<file path="src/rtl/core/lut_sum_color_convert_macros.svh">
// ----------------------------------------------------------------------------
// lut_sum_color_convert_macros.svh
// Assertion macros shared by the converter RTL. Each expects clk and rst in
// the enclosing module.
// ----------------------------------------------------------------------------
`ifndef LUT_SUM_COLOR_CONVERT_MACROS_SVH
`define LUT_SUM_COLOR_CONVERT_MACROS_SVH

// same-cycle implication
`define LSC_ASSERT_NOW(label, ante, cons, msg) \
  label: assert property (@(posedge clk) disable iff (rst) (ante) |-> (cons)) \
    else $error(msg);

// next-cycle implication
`define LSC_ASSERT_NEXT(label, ante, cons, msg) \
  label: assert property (@(posedge clk) disable iff (rst) (ante) |=> (cons)) \
    else $error(msg);

`endif

</file>
<file path="src/rtl/core/lsc_pkg.sv">
// ----------------------------------------------------------------------------
// lsc_pkg
// Types, constants and helpers for the table-sum color converter.
// ----------------------------------------------------------------------------
package lsc_pkg;

  localparam int TABLE_ENTRIES = 65536;
  localparam int TBL_AW        = $clog2(TABLE_ENTRIES);
  localparam int NUM_TABLES    = 3;
  localparam int NUM_LANES     = 4;
  localparam int LANE_W        = 16;
  localparam int ENTRY_W       = NUM_LANES * LANE_W;
  localparam int CODE_W        = 16;
  localparam int PADDR_W       = 3;

  typedef enum logic {
    OP_WRITE = 1'b0,
    OP_PIXEL = 1'b1
  } opcode_t;

  typedef enum logic [1:0] {
    TBL_RED   = 2'd0,
    TBL_GREEN = 2'd1,
    TBL_BLUE  = 2'd2
  } table_sel_t;

  typedef enum logic [2:0] {
    FMT_BGRA16      = 3'd0,
    FMT_RGBA16      = 3'd1,
    FMT_BGR16       = 3'd2,
    FMT_RGB16       = 3'd3,
    FMT_GRAYA16     = 3'd4,
    FMT_GRAY16      = 3'd5,
    FMT_A2B10G10R10 = 3'd6
  } pixel_fmt_t;

  typedef enum logic {
    REG_PIXEL_FORMAT = 1'b0
  } reg_index_t;

  typedef struct packed {
    logic               opcode;
    logic [1:0]         table_select;
    logic [15:0]        table_index;
    logic signed [15:0] entry_lane0;
    logic signed [15:0] entry_lane1;
    logic signed [15:0] entry_lane2;
    logic signed [15:0] entry_lane3;
    logic [63:0]        pixel_word;
    logic               end_of_row;
    logic               end_of_frame;
  } req_t;

  typedef struct packed {
    logic signed [15:0] out_lane0;
    logic signed [15:0] out_lane1;
    logic signed [15:0] out_lane2;
    logic signed [15:0] out_lane3;
    logic               row_done;
    logic               frame_done;
  } rsp_t;

  // control riding alongside the table read
  typedef struct packed {
    logic                  valid;
    logic                  rgb_order;
    logic [NUM_TABLES-1:0] zero;
    logic                  row_done;
    logic                  frame_done;
  } s1_ctrl_t;

  function automatic logic signed [LANE_W-1:0] sat_add(
    input logic signed [LANE_W-1:0] a,
    input logic signed [LANE_W-1:0] b
  );
    logic signed [LANE_W:0]   s;
    logic signed [LANE_W-1:0] r;
    s = {a[LANE_W-1], a} + {b[LANE_W-1], b};
    if (s[LANE_W] != s[LANE_W-1]) begin
      r = s[LANE_W] ? {1'b1, {(LANE_W-1){1'b0}}} : {1'b0, {(LANE_W-1){1'b1}}};
    end else begin
      r = s[LANE_W-1:0];
    end
    return r;
  endfunction

endpackage

</file>
<file path="src/rtl/core/lsc_accum.sv">
// ----------------------------------------------------------------------------
// lsc_accum
// Saturating lane sums of the three table entries and the output register.
// ----------------------------------------------------------------------------
module lsc_accum (
  input  logic                                             clk,
  input  logic                                             rst,
  input  lsc_pkg::s1_ctrl_t                                s1,
  input  logic [lsc_pkg::NUM_TABLES-1:0][lsc_pkg::ENTRY_W-1:0] q,
  input  logic                                             rsp_stall,
  output logic                                             advance,
  output logic                                             rsp_valid,
  output lsc_pkg::rsp_t                                    rsp
);

  logic signed [lsc_pkg::NUM_LANES-1:0][lsc_pkg::LANE_W-1:0] lane_sum;
  logic [lsc_pkg::NUM_TABLES-1:0][lsc_pkg::ENTRY_W-1:0]     ent;
  logic signed [lsc_pkg::LANE_W-1:0]                        r_l;
  logic signed [lsc_pkg::LANE_W-1:0]                        g_l;
  logic signed [lsc_pkg::LANE_W-1:0]                        b_l;
  lsc_pkg::rsp_t                                            rsp_next;

  assign advance = s1.valid && (!rsp_valid || !rsp_stall);

  always_comb begin
    for (int t = 0; t < lsc_pkg::NUM_TABLES; t++) begin
      ent[t] = s1.zero[t] ? '0 : q[t];
    end
    for (int k = 0; k < lsc_pkg::NUM_LANES; k++) begin
      r_l = ent[lsc_pkg::TBL_RED][k*lsc_pkg::LANE_W +: lsc_pkg::LANE_W];
      g_l = ent[lsc_pkg::TBL_GREEN][k*lsc_pkg::LANE_W +: lsc_pkg::LANE_W];
      b_l = ent[lsc_pkg::TBL_BLUE][k*lsc_pkg::LANE_W +: lsc_pkg::LANE_W];
      if (s1.rgb_order) begin
        lane_sum[k] = lsc_pkg::sat_add(lsc_pkg::sat_add(r_l, g_l), b_l);
      end else begin
        lane_sum[k] = lsc_pkg::sat_add(lsc_pkg::sat_add(b_l, g_l), r_l);
      end
    end
    rsp_next.out_lane0  = lane_sum[0];
    rsp_next.out_lane1  = lane_sum[1];
    rsp_next.out_lane2  = lane_sum[2];
    rsp_next.out_lane3  = lane_sum[3];
    rsp_next.row_done   = s1.row_done;
    rsp_next.frame_done = s1.frame_done;
  end

  always_ff @(posedge clk) begin
    if (rst) begin
      rsp_valid <= 1'b0;
    end else if (advance) begin
      rsp_valid <= 1'b1;
    end else if (!rsp_stall) begin
      rsp_valid <= 1'b0;
    end
    if (advance) begin
      rsp <= rsp_next;
    end
  end

endmodule

</file>
<file path="config.mk">
export PLATFORM = sky130hd
export DESIGN_NAME = lsc_accum
export DESIGN_NICKNAME = d
export VERILOG_FILES = /design/src/rtl/core/lut_sum_color_convert_macros.svh /design/src/rtl/core/lsc_pkg.sv /design/src/rtl/core/lsc_accum.sv
export SDC_FILE = /design/constraint.sdc
export NUM_CORES = 1
export LEC_CHECK = 0
export CAP_MARGIN = 20
export CORE_MARGIN = 2
export CORE_UTILIZATION = 40
export CTS_CLUSTER_DIAMETER = 150
export DETAILED_ROUTE_END_ITERATION = 8
export DONT_BUFFER_PORTS = 1
export PLACE_DENSITY = 0.51
export SLEW_MARGIN = 10
export SYNTH_ARGS = -nofsm -noshare
export SYNTH_HDL_FRONTEND = slang
export SYNTH_SLANG_ARGS = --single-unit
</file>
<file path="constraint.sdc">
create_clock -name clk -period 8.35 [get_ports clk]
set_input_delay 0 -clock clk [delete_from_list [all_inputs] [get_ports clk]]
set_output_delay 0 -clock clk [all_outputs]
set_load 0.05 [all_outputs]
</file>
# Word level (Yosys, flattened, before mapping)
# Index checks and enable logic that the tools add are counted.
dict set report word_totals {
  ff_bits 67
  elab_cells 93
  inputBits 202
  output_inout_bits 68
}
dict set report classes {
  mux 49
  n_addsub 16
  n_reduce_logical 4
  n_eq_ne 17
}
# operator count
set op_table {}
lappend op_table {{$mux W16} 44}
lappend op_table {{$add A16 B16 Y17} 16}
lappend op_table {{$mux W64} 3}
lappend op_table {{$ne A1 B1 Y1} 16}
lappend op_table {{$logic_not A1 Y1} 2}
lappend op_table {{$mux W1} 2}
lappend op_table {{$ne A2 B1 Y1 const B} 1}
lappend op_table {{$logic_and A1 B1 Y1} 1}
lappend op_table {{$logic_or A1 B1 Y1} 1}

# Logic depth before layout (Yosys ltp)
# Gate-level depths: netlist (run 1).
dict set report logic_depth {
  depth_word 9
  mapped_depth 34
  mapped_depth_nobuf 26
}

# Worst setup path before layout (run 1)
# No wires, ideal clock.
dict set report synth_path {
  kind {register to register}
  start {reg rsp_valid}
  end {reg rsp[0] (netlist name), enable pin}
  required_time_ns 7.706
  period_less_slack_ns 6.995
  path_stages_with_launch 2
  n_path_buf 0
  setup_time_ns 0.644
  setup_slack_ns 1.355
  arrival_ns 6.351
  path_cell_list {dfxtp_1 -> a21boi_0}
}
dict set report synth_between {
  elab_chain_cells 3
}
# item line
set synth_rtl {}
lappend synth_rtl {{start: declaration} lsc_accum.sv:12} ;# output logic rsp_valid,
lappend synth_rtl {{start signal: assignment} lsc_accum.sv:49} ;# rsp_valid <= 1'b0;
lappend synth_rtl {{start signal: assignment} lsc_accum.sv:51} ;# rsp_valid <= 1'b1;
lappend synth_rtl {{start signal: assignment} lsc_accum.sv:53} ;# rsp_valid <= 1'b0;
lappend synth_rtl {{$logic_not A1 Y1} lsc_accum.sv:23} ;# assign advance = s1.valid && (!rsp_valid || !rsp_stall);
lappend synth_rtl {{$logic_or A1 B1 Y1} lsc_accum.sv:23}
lappend synth_rtl {{$logic_and A1 B1 Y1} lsc_accum.sv:23}
lappend synth_rtl {{net advance} lsc_accum.sv:11} ;# output logic advance,
lappend synth_rtl {{end signal: assignment} lsc_accum.sv:56} ;# rsp <= rsp_next;
lappend synth_rtl {{end: declaration} lsc_accum.sv:13} ;# output lsc_pkg::rsp_t rsp
# The timed path passes the listed nets, and every way through them passes these cells.
# A chain may end at the register's enable or synchronous reset.

==> qor.csv, run 1 <==
stage;metric;value;unit
run_status;result of the run;finished clean;
timing;setup TNS;0;ps
detailed_routing;Pre-antenna DRT Iters;5;
pwr;total chip power;3.22;mW
floorplan;number of core rows;81;
final_layout;fraction of layout cells with a size suffix above 1;0.0454;
timing;Final Cycle Share;0.792;
pwr;P per Cell Area;159;nW/um^2
timing;final critical-path setup slack;1740;ps
final_layout;post-route cell area;20300;sq um
worst_setup_path;crit-path max cell delay;760;ps
worst_setup_path;WP data required;8580;ps
global_routing;largest net degree at the start of global routing;95;
floorplan;Die Ht;226;um
synth;top cell type's share of synthesized area;0.122;
worst_setup_path;RR Startpoint;rsp_valid;
timing;Pins Over Slew Limit;0;
global_routing;grt total ovfl;0;
synth;syn nets;3076;
run;maxcap violations;0;
clock_tree;Sink Count;67;
synth;flops & latches, synth;67;
final_layout;FF+latch area;2000;sq um
placement;post-DP HPWL;58700;um
global_routing;first-pass GRT wire length;107000;um
worst_setup_path;CP bufs+invs;2;
final_layout;nets@finish;2981;
placement;# port buffers;0;
clock_tree;Worst-path clk slew;60;ps
placement;Place WS;1530;ps
timing;Final Skew;10.9;ps
clock_tree;CTS buffer count;9;
worst_hold_path;hold path depth;2;
worst_setup_path;Worst path most repeated cell;a21oi_1;
clock_tree;CTS tree;done;
worst_hold_path;Hold EP;rsp[47];
worst_setup_path;FF-to-FF path depth;2;
placement;routability cong.;0.957;
clock_tree;H-tree depth;3;
detailed_routing;via count;19800;
synth;Yosys cell types;109;
final_layout;P&R area growth vs syn;3.47;%
timing;FMAX;0.151;GHz
final_layout;Multi-input gate area;16700;sq um
detailed_routing;wire per inst;22.4;um
clock_tree;Clock Root Buffer;clkbuf_16;
worst_setup_path;CP Cell Sequence;nor2b_1 > ha_1 > a21o_1 > o21ai_0 > a2bb2oi_1 > a211o_1 > a21oi_1 > nor3_1 > a21oi_1 > o21a_1 > ha_1 > inv_1 > fa_1 > inv_1 > maj3_1 > a221oi_1 > o31ai_2 > o21ai_1 > o221a_2 > o21bai_1 > o21ai_0 > a21oi_1;
worst_setup_path;crit-path max FO;87;
floorplan;I/O pin count;270;
detailed_routing;Vias/cell;6.19;
clock_tree;cts repair resizes;0;
synth;Syn. warnings;0;
timing;RSZ-0062 raised after global routing;false;
placement;post-placement cell count;3173;
clock_tree;worst skew pair latency;390;ps
worst_setup_path;Critical Path End Type;register;
timing;Setup violations, final;0;
worst_setup_path;Critical Path AT;6840;ps
synth;count leader, synth;a21oi_1;
floorplan;starting density of the core;0.403;
detailed_routing;Routed WL;71800;um
pwr;VDD IR-drop max;0.000101;V
worst_setup_path;R2R setup slack;6340;ps
global_routing;vias in the first global route;18700;
detailed_routing;Final ANT Viol Nets;0;
timing;Tmin final;6610;ps
worst_setup_path;cell at the slowest stage of the critical path;o21bai_1;
worst_hold_path;HP Start;s1[5];
clock_tree;Post-CTS Setup Bufs;0;
detailed_routing;initial drt markers;1470;
timing;final hold vios;0;
timing;measured slew at the worst slew-check pin;1110;ps
floorplan;die footprint;50900;sq um
worst_setup_path;CP top delay family;compound AO/OA/AOI/OAI gates;
worst_setup_path;reg-to-reg endpoint;rsp[41];
synth;Avg Cell Area, Syn;7.36;sq um
pwr;Pleak;8.54;nW
clock_tree;cts hold-fix bufs;5;
synth;asr flop ratio synth;0;
worst_setup_path;Critical Path Start Type;primary input;
final_layout;final core occ;0.417;
worst_hold_path;Worst Hold Class;in -> reg;
global_routing;Overall Global Routing Usage;0.272;
timing;slew margin rel.;0.256;
placement;Post-DP Area;19900;sq um
synth;top post-synthesis cells by area;ha_1, edfxtp_1, xnor2_1;
worst_setup_path;Crit Path Class;in -> reg;
timing;WHS;115;ps
clock_tree;CTS max path bufs;2;
final_layout;Fill cells;5065;
floorplan;Die W;226;um
synth;Post-synth EDFFs;66;
synth;Seq/Total Area, Yosys;0.102;
floorplan;core area;48600;sq um
synth;Post-Synthesis Cell Area;19600;sq um
global_routing;antenna violations before repair;11;
synth;Main synth FF type;edfxtp_1;
synth;Yosys top cell by area;ha_1;
synth;Synth top cells by count;a21oi_1, nand2_1, nor2b_1;
final_layout;Final Non-Filler Cells;3204;
synth;Gate Count Post-Synth;2666;
detailed_routing;DR DRC count;0;
power breakdown:
part | switching (mW) | leakage, nW | internal (mW) | total [mW]
logic | 1.23 | 7.76 | 0.809 | 2.04
registers | 0.278 | 0.639 | 0.492 | 0.770
clock network | 0.180 | 0.141 | 0.230 | 0.410
registers in the layout (all words and copies together), names as in the netlist:
register and cells:
rsp_valid 1, rsp 66
per-layer routing:
layer	global-route usage	part of all wire	vias up	routed length (um)
met3	0.0420	0.057	109	4120
li1	-	-	9662	-
met1	0.350	0.44	9432	31600
met5	0	0.00071	-	51
met4	0.0940	0.029	8	2090
met2	0.461	0.47	632	34000
worst reg2reg max path: cells and delay by family (launching register included):
kind	cells	cell delay (ps)
AOI/OAI and AO/OA	1	200
buffers and inverters	1	780
DFF	1	500
logic make-up (layout without fill, tap and decap cells):
group | count (synthesis) | in the layout | synth area share
compound gates | 963 | 963 | 0.331
simple gates | 901 | 901 | 0.240
fa+ha+maj | 256 | 256 | 0.164
xor+xnor | 245 | 245 | 0.109
buf+inv | 224 | 134 | 0.0481
flops | 67 | 67 | 0.102
mux | 10 | 10 | 0.00529
other cells | 0 | 6 | 0
worst max-delay path by stage:
stage	startpoint	end	slack (ps)	cells past startpoint
floorplan	rsp_valid	rsp[0]	1350	1
finish	s1[2]	rsp[5]	1740	22
global placement	s1[2]	rsp[5]	1490	22
global route	s1[2]	rsp[5]	1270	22
CTS	s1[2]	rsp[5]	1920	22
detailed placement	s1[2]	rsp[5]	1530	22
final cells by class:
type                       count  area share
multi-input combinational   2375       0.822
sequential                    67      0.0986
tap                          622      0.0383
inverter                     100      0.0185
clock buffer                   9      0.0111
timing repair buffer          18     0.00727
clock inverter                 7     0.00339
antenna                        6    0.000739
placed cells by master (no fill, tap or decap), types with 69 or more instances in the layout:
cell type  netlist  routed
inv_1           99      99
xor2_1          69      69
nand2_1        207     207
nor2_1         179     179
a21o_1          97      97
xnor2_1        176     176
o21ai_0        123     123
a21oi_1        295     295
nor2b_1        205     205
ha_1           192     192
(Power assumes the default switching activity.)
==> run 2, diff against run 1 <==
==> constraint.sdc (replaced) <==
create_clock -name clk -period 6.19 [get_ports clk]
set_input_delay 0 -clock clk [delete_from_list [all_inputs] [get_ports clk]]
set_output_delay 0 -clock clk [all_outputs]
set_load 0.05 [all_outputs]
==> qor.csv, run 2 (synthesis gave the netlist of run 1 again) <==
stage;metric;value;unit
worst_setup_path;Crit Path Class;in -> reg;
floorplan;die footprint;50900;sq um
pwr;P_sw;2.25;mW
placement;post-DP HPWL;58200;um
clock_tree;CTS tree;done;
timing;FMAX;0.173;GHz
timing;measured slew at the worst slew-check pin;1080;ps
final_layout;P&R area growth vs syn;4.72;%
placement;routability cong.;0.973;
floorplan;starting density of the core;0.403;
floorplan;number of core rows;81;
clock_tree;Sink Count;67;
pwr;P per Cell Area;211;nW/um^2
clock_tree;CTS buffer count;9;
timing;Tmin final;5790;ps
pwr;Clk pwr share;0.123;
final_layout;commonest non-fill, non-tap cell in the layout;a21oi_1;
timing;Final Skew;11.9;ps
clock_tree;Worst-path clk slew;60;ps
global_routing;grt total ovfl;0;
clock_tree;H-tree depth;3;
timing;Final Cycle Share;0.935;
detailed_routing;Vias/cell;6.17;
worst_setup_path;CP Cell Sequence;nor2b_1 > ha_1 > a21o_1 > maj3_1 > and2_1 > a21o_1 > o21a_1 > o211a_1 > nor2_1 > nor2_1 > ha_1 > a21oi_1 > nor2_1 > o21ai_0 > o41a_1 > a21oi_1 > a31oi_1 > nor4_1 > o21bai_1 > nand2_1 > a22oi_1;
timing;Pins Over Slew Limit;0;
final_layout;top register by number of flip-flops;rsp;
floorplan;I/O pin count;270;
clock_tree;worst skew pair latency;390;ps
timing;Setup violations, final;0;
worst_setup_path;Worst path most repeated cell;nor2_1;
worst_setup_path;Critical Path End Type;register;
floorplan;Die W;226;um
final_layout;commonest non-fill, non-tap cells in the layout;a21oi_1, nand2_1, nor2b_1, ha_1, nor2_1;
floorplan;Die Ht;226;um
worst_setup_path;crit-path max cell delay;850;ps
final_layout;largest registers;rsp x66, rsp_valid x1;
floorplan;core area;48600;sq um
worst_hold_path;Worst Hold Class;in -> reg;
pwr;total internal power;2.09;mW
worst_setup_path;Critical Path Start Type;primary input;
worst_setup_path;crit-path max FO;88;
global_routing;first-pass GRT wire length;109000;um
detailed_routing;wire per inst;22.1;um
detailed_routing;Routed WL;71600;um
worst_setup_path;cell at the slowest stage of the critical path;o21bai_1;
worst_setup_path;CP bufs+invs;0;
run;maxcap violations;0;
clock_tree;Clock Root Buffer;clkbuf_16;
final_layout;nets@finish;3012;
pwr;Comb pwr share;0.637;
global_routing;largest net degree at the start of global routing;95;
pwr;Pleak;8.71;nW
detailed_routing;Final ANT Viol Nets;0;
timing;RSZ-0062 raised after global routing;false;
final_layout;post-route cell area;20600;sq um
pwr;Reg power frac;0.240;
timing;final hold vios;0;
detailed_routing;Pre-antenna DRT Iters;7;
detailed_routing;initial drt markers;1365;
global_routing;antenna violations before repair;2;
global_routing;Overall Global Routing Usage;0.275;
pwr;Sw Ratio;0.518;
timing;setup TNS;0;ps
placement;# port buffers;0;
worst_setup_path;WP data required;6420;ps
clock_tree;Post-CTS Setup Bufs;0;
placement;Post-DP Area;20200;sq um
global_routing;vias in the first global route;19100;
detailed_routing;via count;19900;
timing;slew margin rel.;0.276;
worst_setup_path;Critical Path AT;6020;ps
worst_setup_path;CP top delay family;compound AO/OA/AOI/OAI gates;
final_layout;Largest register FFs;66;
run_status;result of the run;finished clean;
pwr;VDD IR-drop max;0.000130;V
final_layout;fraction of layout cells with a size suffix above 1;0.0564;
clock_tree;CTS max path bufs;2;
detailed_routing;DR DRC count;0;
## run 2: final cells by class
class | instances | area [sq um]
diodes | 3 | 7.51
clock buffers | 9 | 225
clock inverters | 7 | 58.8
fillers | 5019 | 28100
inverters | 100 | 375
multi-input cells | 2375 | 16700
flip-flops and latches | 67 | 2000
well taps | 622 | 778
repair buffers | 49 | 413
## run 2: worst min-delay path: stages
cell and delay, ps:
a221oi_4 20, buf_4 190, a22oi_2 160
## run 2: metrics by stage
stage / hold slack [ps] / util / worst slack [ps] / power (mW) / cells
after floorplan: 72.4 / - / 46.5 / 3.18 / 2666
after global placement: 73.4 / 0.415 / 178 / 3.75 / 3207
after detailed placement: 76.9 / 0.415 / 119 / 3.76 / 3207
after CTS: 71.3 / 0.422 / 532 / 4.33 / 3228
after global routing: 119 / 0.422 / 4.83 / 4.67 / 3230
final: 97.9 / 0.422 / 400 / 4.34 / 3232
## run 2: metal layers
layer | wire (um) | share of wire | GRT usage
met3 | 4580 | 0.064 | 0.0572
met5 | 0 | 0 | 0
met2 | 32200 | 0.45 | 0.446
met4 | 2950 | 0.041 | 0.113
met1 | 31900 | 0.45 | 0.354
## run 2: final timing paths
kind | slack (ps) | to | from | depth (start not counted)
worst min-delay path | 100 | rsp[63] | s1[5] | 3
worst min register to register | 1250 | rsp[41] | rsp_valid | 2
worst max register to register | 4390 | rsp[59] | rsp_valid | 3
worst max-delay path | 400 | rsp[61] | s1[2] | 21
## run 2: what timing repair did
action	CTS	global route
endpoints found under the hold margin	11	0
endpoints found under the setup margin	0	1
resized for setup	0	1
hold buffers	5	0
## run 2: power groups by stage
stage               sequential, mW  combinational, mW  clock (mW)
floorplan                     1.03               2.15           0
detailed placement            1.05               2.71           0
CTS                           1.04               2.74       0.550
global route                  1.05               3.06       0.563
global placement              1.05               2.70           0
finish                        1.04               2.77       0.534
==> run 3, diff against run 2 <==
--- a/config.mk
+++ b/config.mk
@@ -11,7 +11,7 @@
 export CTS_CLUSTER_DIAMETER = 150
 export DETAILED_ROUTE_END_ITERATION = 8
 export DONT_BUFFER_PORTS = 1
-export PLACE_DENSITY = 0.51
+export PLACE_DENSITY = 0.53
 export SLEW_MARGIN = 10
 export SYNTH_ARGS = -nofsm -noshare
 export SYNTH_HDL_FRONTEND = slang
==> constraint.sdc (replaced) <==
create_clock -name clk -period 4.98 [get_ports clk]
set_input_delay 0 -clock clk [delete_from_list [all_inputs] [get_ports clk]]
set_output_delay 0 -clock clk [all_outputs]
set_load 0.05 [all_outputs]
==> qor.csv, run 3 (synthesis gave the netlist of run 1 again) <==
stage;metric;value;unit
worst_setup_path;FF-to-FF path depth;3;
worst_setup_path;Critical Path End Type;register;
global_routing;largest net degree at the start of global routing;95;
detailed_routing;initial drt markers;1509;
worst_setup_path;Critical Path AT;4900;ps
global_routing;Overall Global Routing Usage;0.286;
timing;Final Skew;16.1;ps
floorplan;core area;48600;sq um
run;maxcap violations;0;
clock_tree;CTS tree;done;
placement;Post-DP Area;22800;sq um
placement;routability cong.;0.957;
worst_setup_path;crit-path max FO;85;
timing;measured slew at the worst slew-check pin;914;ps
detailed_routing;via count;20700;
floorplan;starting density of the core;0.403;
clock_tree;Clock Root Buffer;clkbuf_16;
final_layout;FF+latch area;2000;sq um
global_routing;first-pass GRT wire length;113000;um
pwr;P per Cell Area;254;nW/um^2
final_layout;top register by number of flip-flops;rsp;
worst_setup_path;WP data required;5140;ps
final_layout;Multi-input gate area;17400;sq um
detailed_routing;Pre-antenna DRT Iters;5;
final_layout;P&R area growth vs syn;18.3;%
timing;Final Cycle Share;0.952;
worst_setup_path;Crit Path Class;in -> reg;
worst_setup_path;Critical Path Start Type;primary input;
pwr;VDD IR-drop max;0.000168;V
global_routing;vias in the first global route;20100;
pwr;Pleak;10.1;nW
clock_tree;CTS max path bufs;2;
worst_setup_path;RR Startpoint;rsp_valid;
timing;final hold vios;0;
worst_setup_path;reg-to-reg endpoint;rsp[32];
floorplan;I/O pin count;270;
final_layout;nets@finish;3263;
floorplan;Die W;226;um
floorplan;die footprint;50900;sq um
floorplan;number of core rows;81;
final_layout;commonest non-fill, non-tap cells in the layout;buf_4, a21oi_1, nand2_1, xnor2_1, ha_1;
final_layout;Largest register FFs;66;
placement;# port buffers;0;
final_layout;commonest non-fill, non-tap cell in the layout;buf_4;
placement;post-DP HPWL;60500;um
worst_hold_path;hold path depth;3;
worst_setup_path;R2R setup slack;3070;ps
final_layout;fraction of layout cells with a size suffix above 1;0.191;
worst_hold_path;Hold EP;rsp[60];
detailed_routing;DR DRC count;0;
clock_tree;H-tree depth;3;
global_routing;antenna violations before repair;5;
clock_tree;worst skew pair latency;390;ps
timing;Tmin final;4740;ps
final_layout;largest registers;rsp x66, rsp_valid x1;
final_layout;Fill cells;4916;
timing;slew margin rel.;0.389;
detailed_routing;Vias/cell;5.94;
clock_tree;Sink Count;67;
run_status;result of the run;finished clean;
final_layout;post-route cell area;23200;sq um
timing;Setup violations, final;0;
clock_tree;Worst-path clk slew;60;ps
worst_hold_path;HP Start;s1[5];
clock_tree;CTS buffer count;9;
detailed_routing;Routed WL;73900;um
floorplan;Die Ht;226;um
detailed_routing;wire per inst;21.2;um
global_routing;grt total ovfl;0;
timing;FMAX;0.211;GHz
detailed_routing;Final ANT Viol Nets;0;
timing;Pins Over Slew Limit;0;
timing;setup TNS;0;ps
worst_hold_path;Worst Hold Class;in -> reg;
## run 3: cell count changes in the layout (fill, tap and decap cells not counted), sizes merged
cell and change:
clkinv -2, diode +2, bufinv -1, clkbuf +2, buf +251
## run 3: worst max path at each step
stage               slack, ps   from       to  cells after the start
floorplan                -340  s1[3]  rsp[10]                     33
global placement         -170  s1[2]  rsp[10]                     23
detailed placement       -200  q[80]  rsp[42]                     26
CTS                       160  s1[2]   rsp[8]                     23
global route               -6  q[32]  rsp[24]                     24
finish                    240  s1[4]   rsp[6]                     26
## run 3: final cells by class
class,count,area share
Multi-Input combinational cell,2375,0.750
Timing Repair Buffer,300,0.103
Clock buffer,11,0.0100
Sequential cell,67,0.0862
Antenna cell,5,0.000539
Clock inverter,4,0.000808
Inverter,100,0.0162
Tap cell,622,0.0335
## run 3: metrics by stage
step / utilization / hold WS [ps] / setup WS, ps / cells / power (mW)
after floorplan: - / 72.4 / -336 / 2666 / 4.12
after global placement: 0.468 / 74.1 / -166 / 3456 / 5.17
after detailed placement: 0.468 / 80.2 / -204 / 3456 / 5.19
after CTS: 0.475 / 25.9 / 165 / 3476 / 5.87
after global routing: 0.477 / 42.6 / -6.42 / 3481 / 6.33
final: 0.477 / 44.2 / 238 / 3484 / 5.89
## run 3: repair_timing
item                       CTS  global route
hold endpoints to repair    21             0
setup endpoints to repair    0            53
buffers inserted             0             2
hold buffers                 5             0
gates resized for setup      0            24
## run 3: metal layers
metal / wire length [um] / track usage / vias up / share of wire
met5: 29 / 0 / - / 0.00039
met4: 2110 / 0.0850 / 4 / 0.029
met3: 4950 / 0.0621 / 100 / 0.067
met2: 34400 / 0.484 / 587 / 0.47
met1: 32400 / 0.361 / 9796 / 0.44
li1: - / - / 10200 / -
## run 3: critical path, cell delays in order
cell and delay, ps:
nor2b_1 270, ha_1 210, and3_1 200, buf_4 120
and3_1 170, and4_4 240, o21ai_1 80, and3_1 180
or4_4 530, a21oi_2 170, ha_2 200, inv_2 40
fa_2 340, inv_2 80, o21ai_1 60, o311ai_1 100
a221o_1 250, o2111ai_1 140, and4_1 230, o21ai_2 160
a21o_1 150, a41o_1 210, or2_1 180, buf_12 150
a21oi_2 50, a21oi_1 290
## run 3: report_power, final
group          leakage, nW  internal, mW  total, mW  switching, mW
Sequential           0.639         0.824       1.29          0.468
Clock                0.127         0.330      0.622          0.292
Combinational         9.33          1.76       3.98           2.21
Total                 10.1          2.92       5.89           2.97
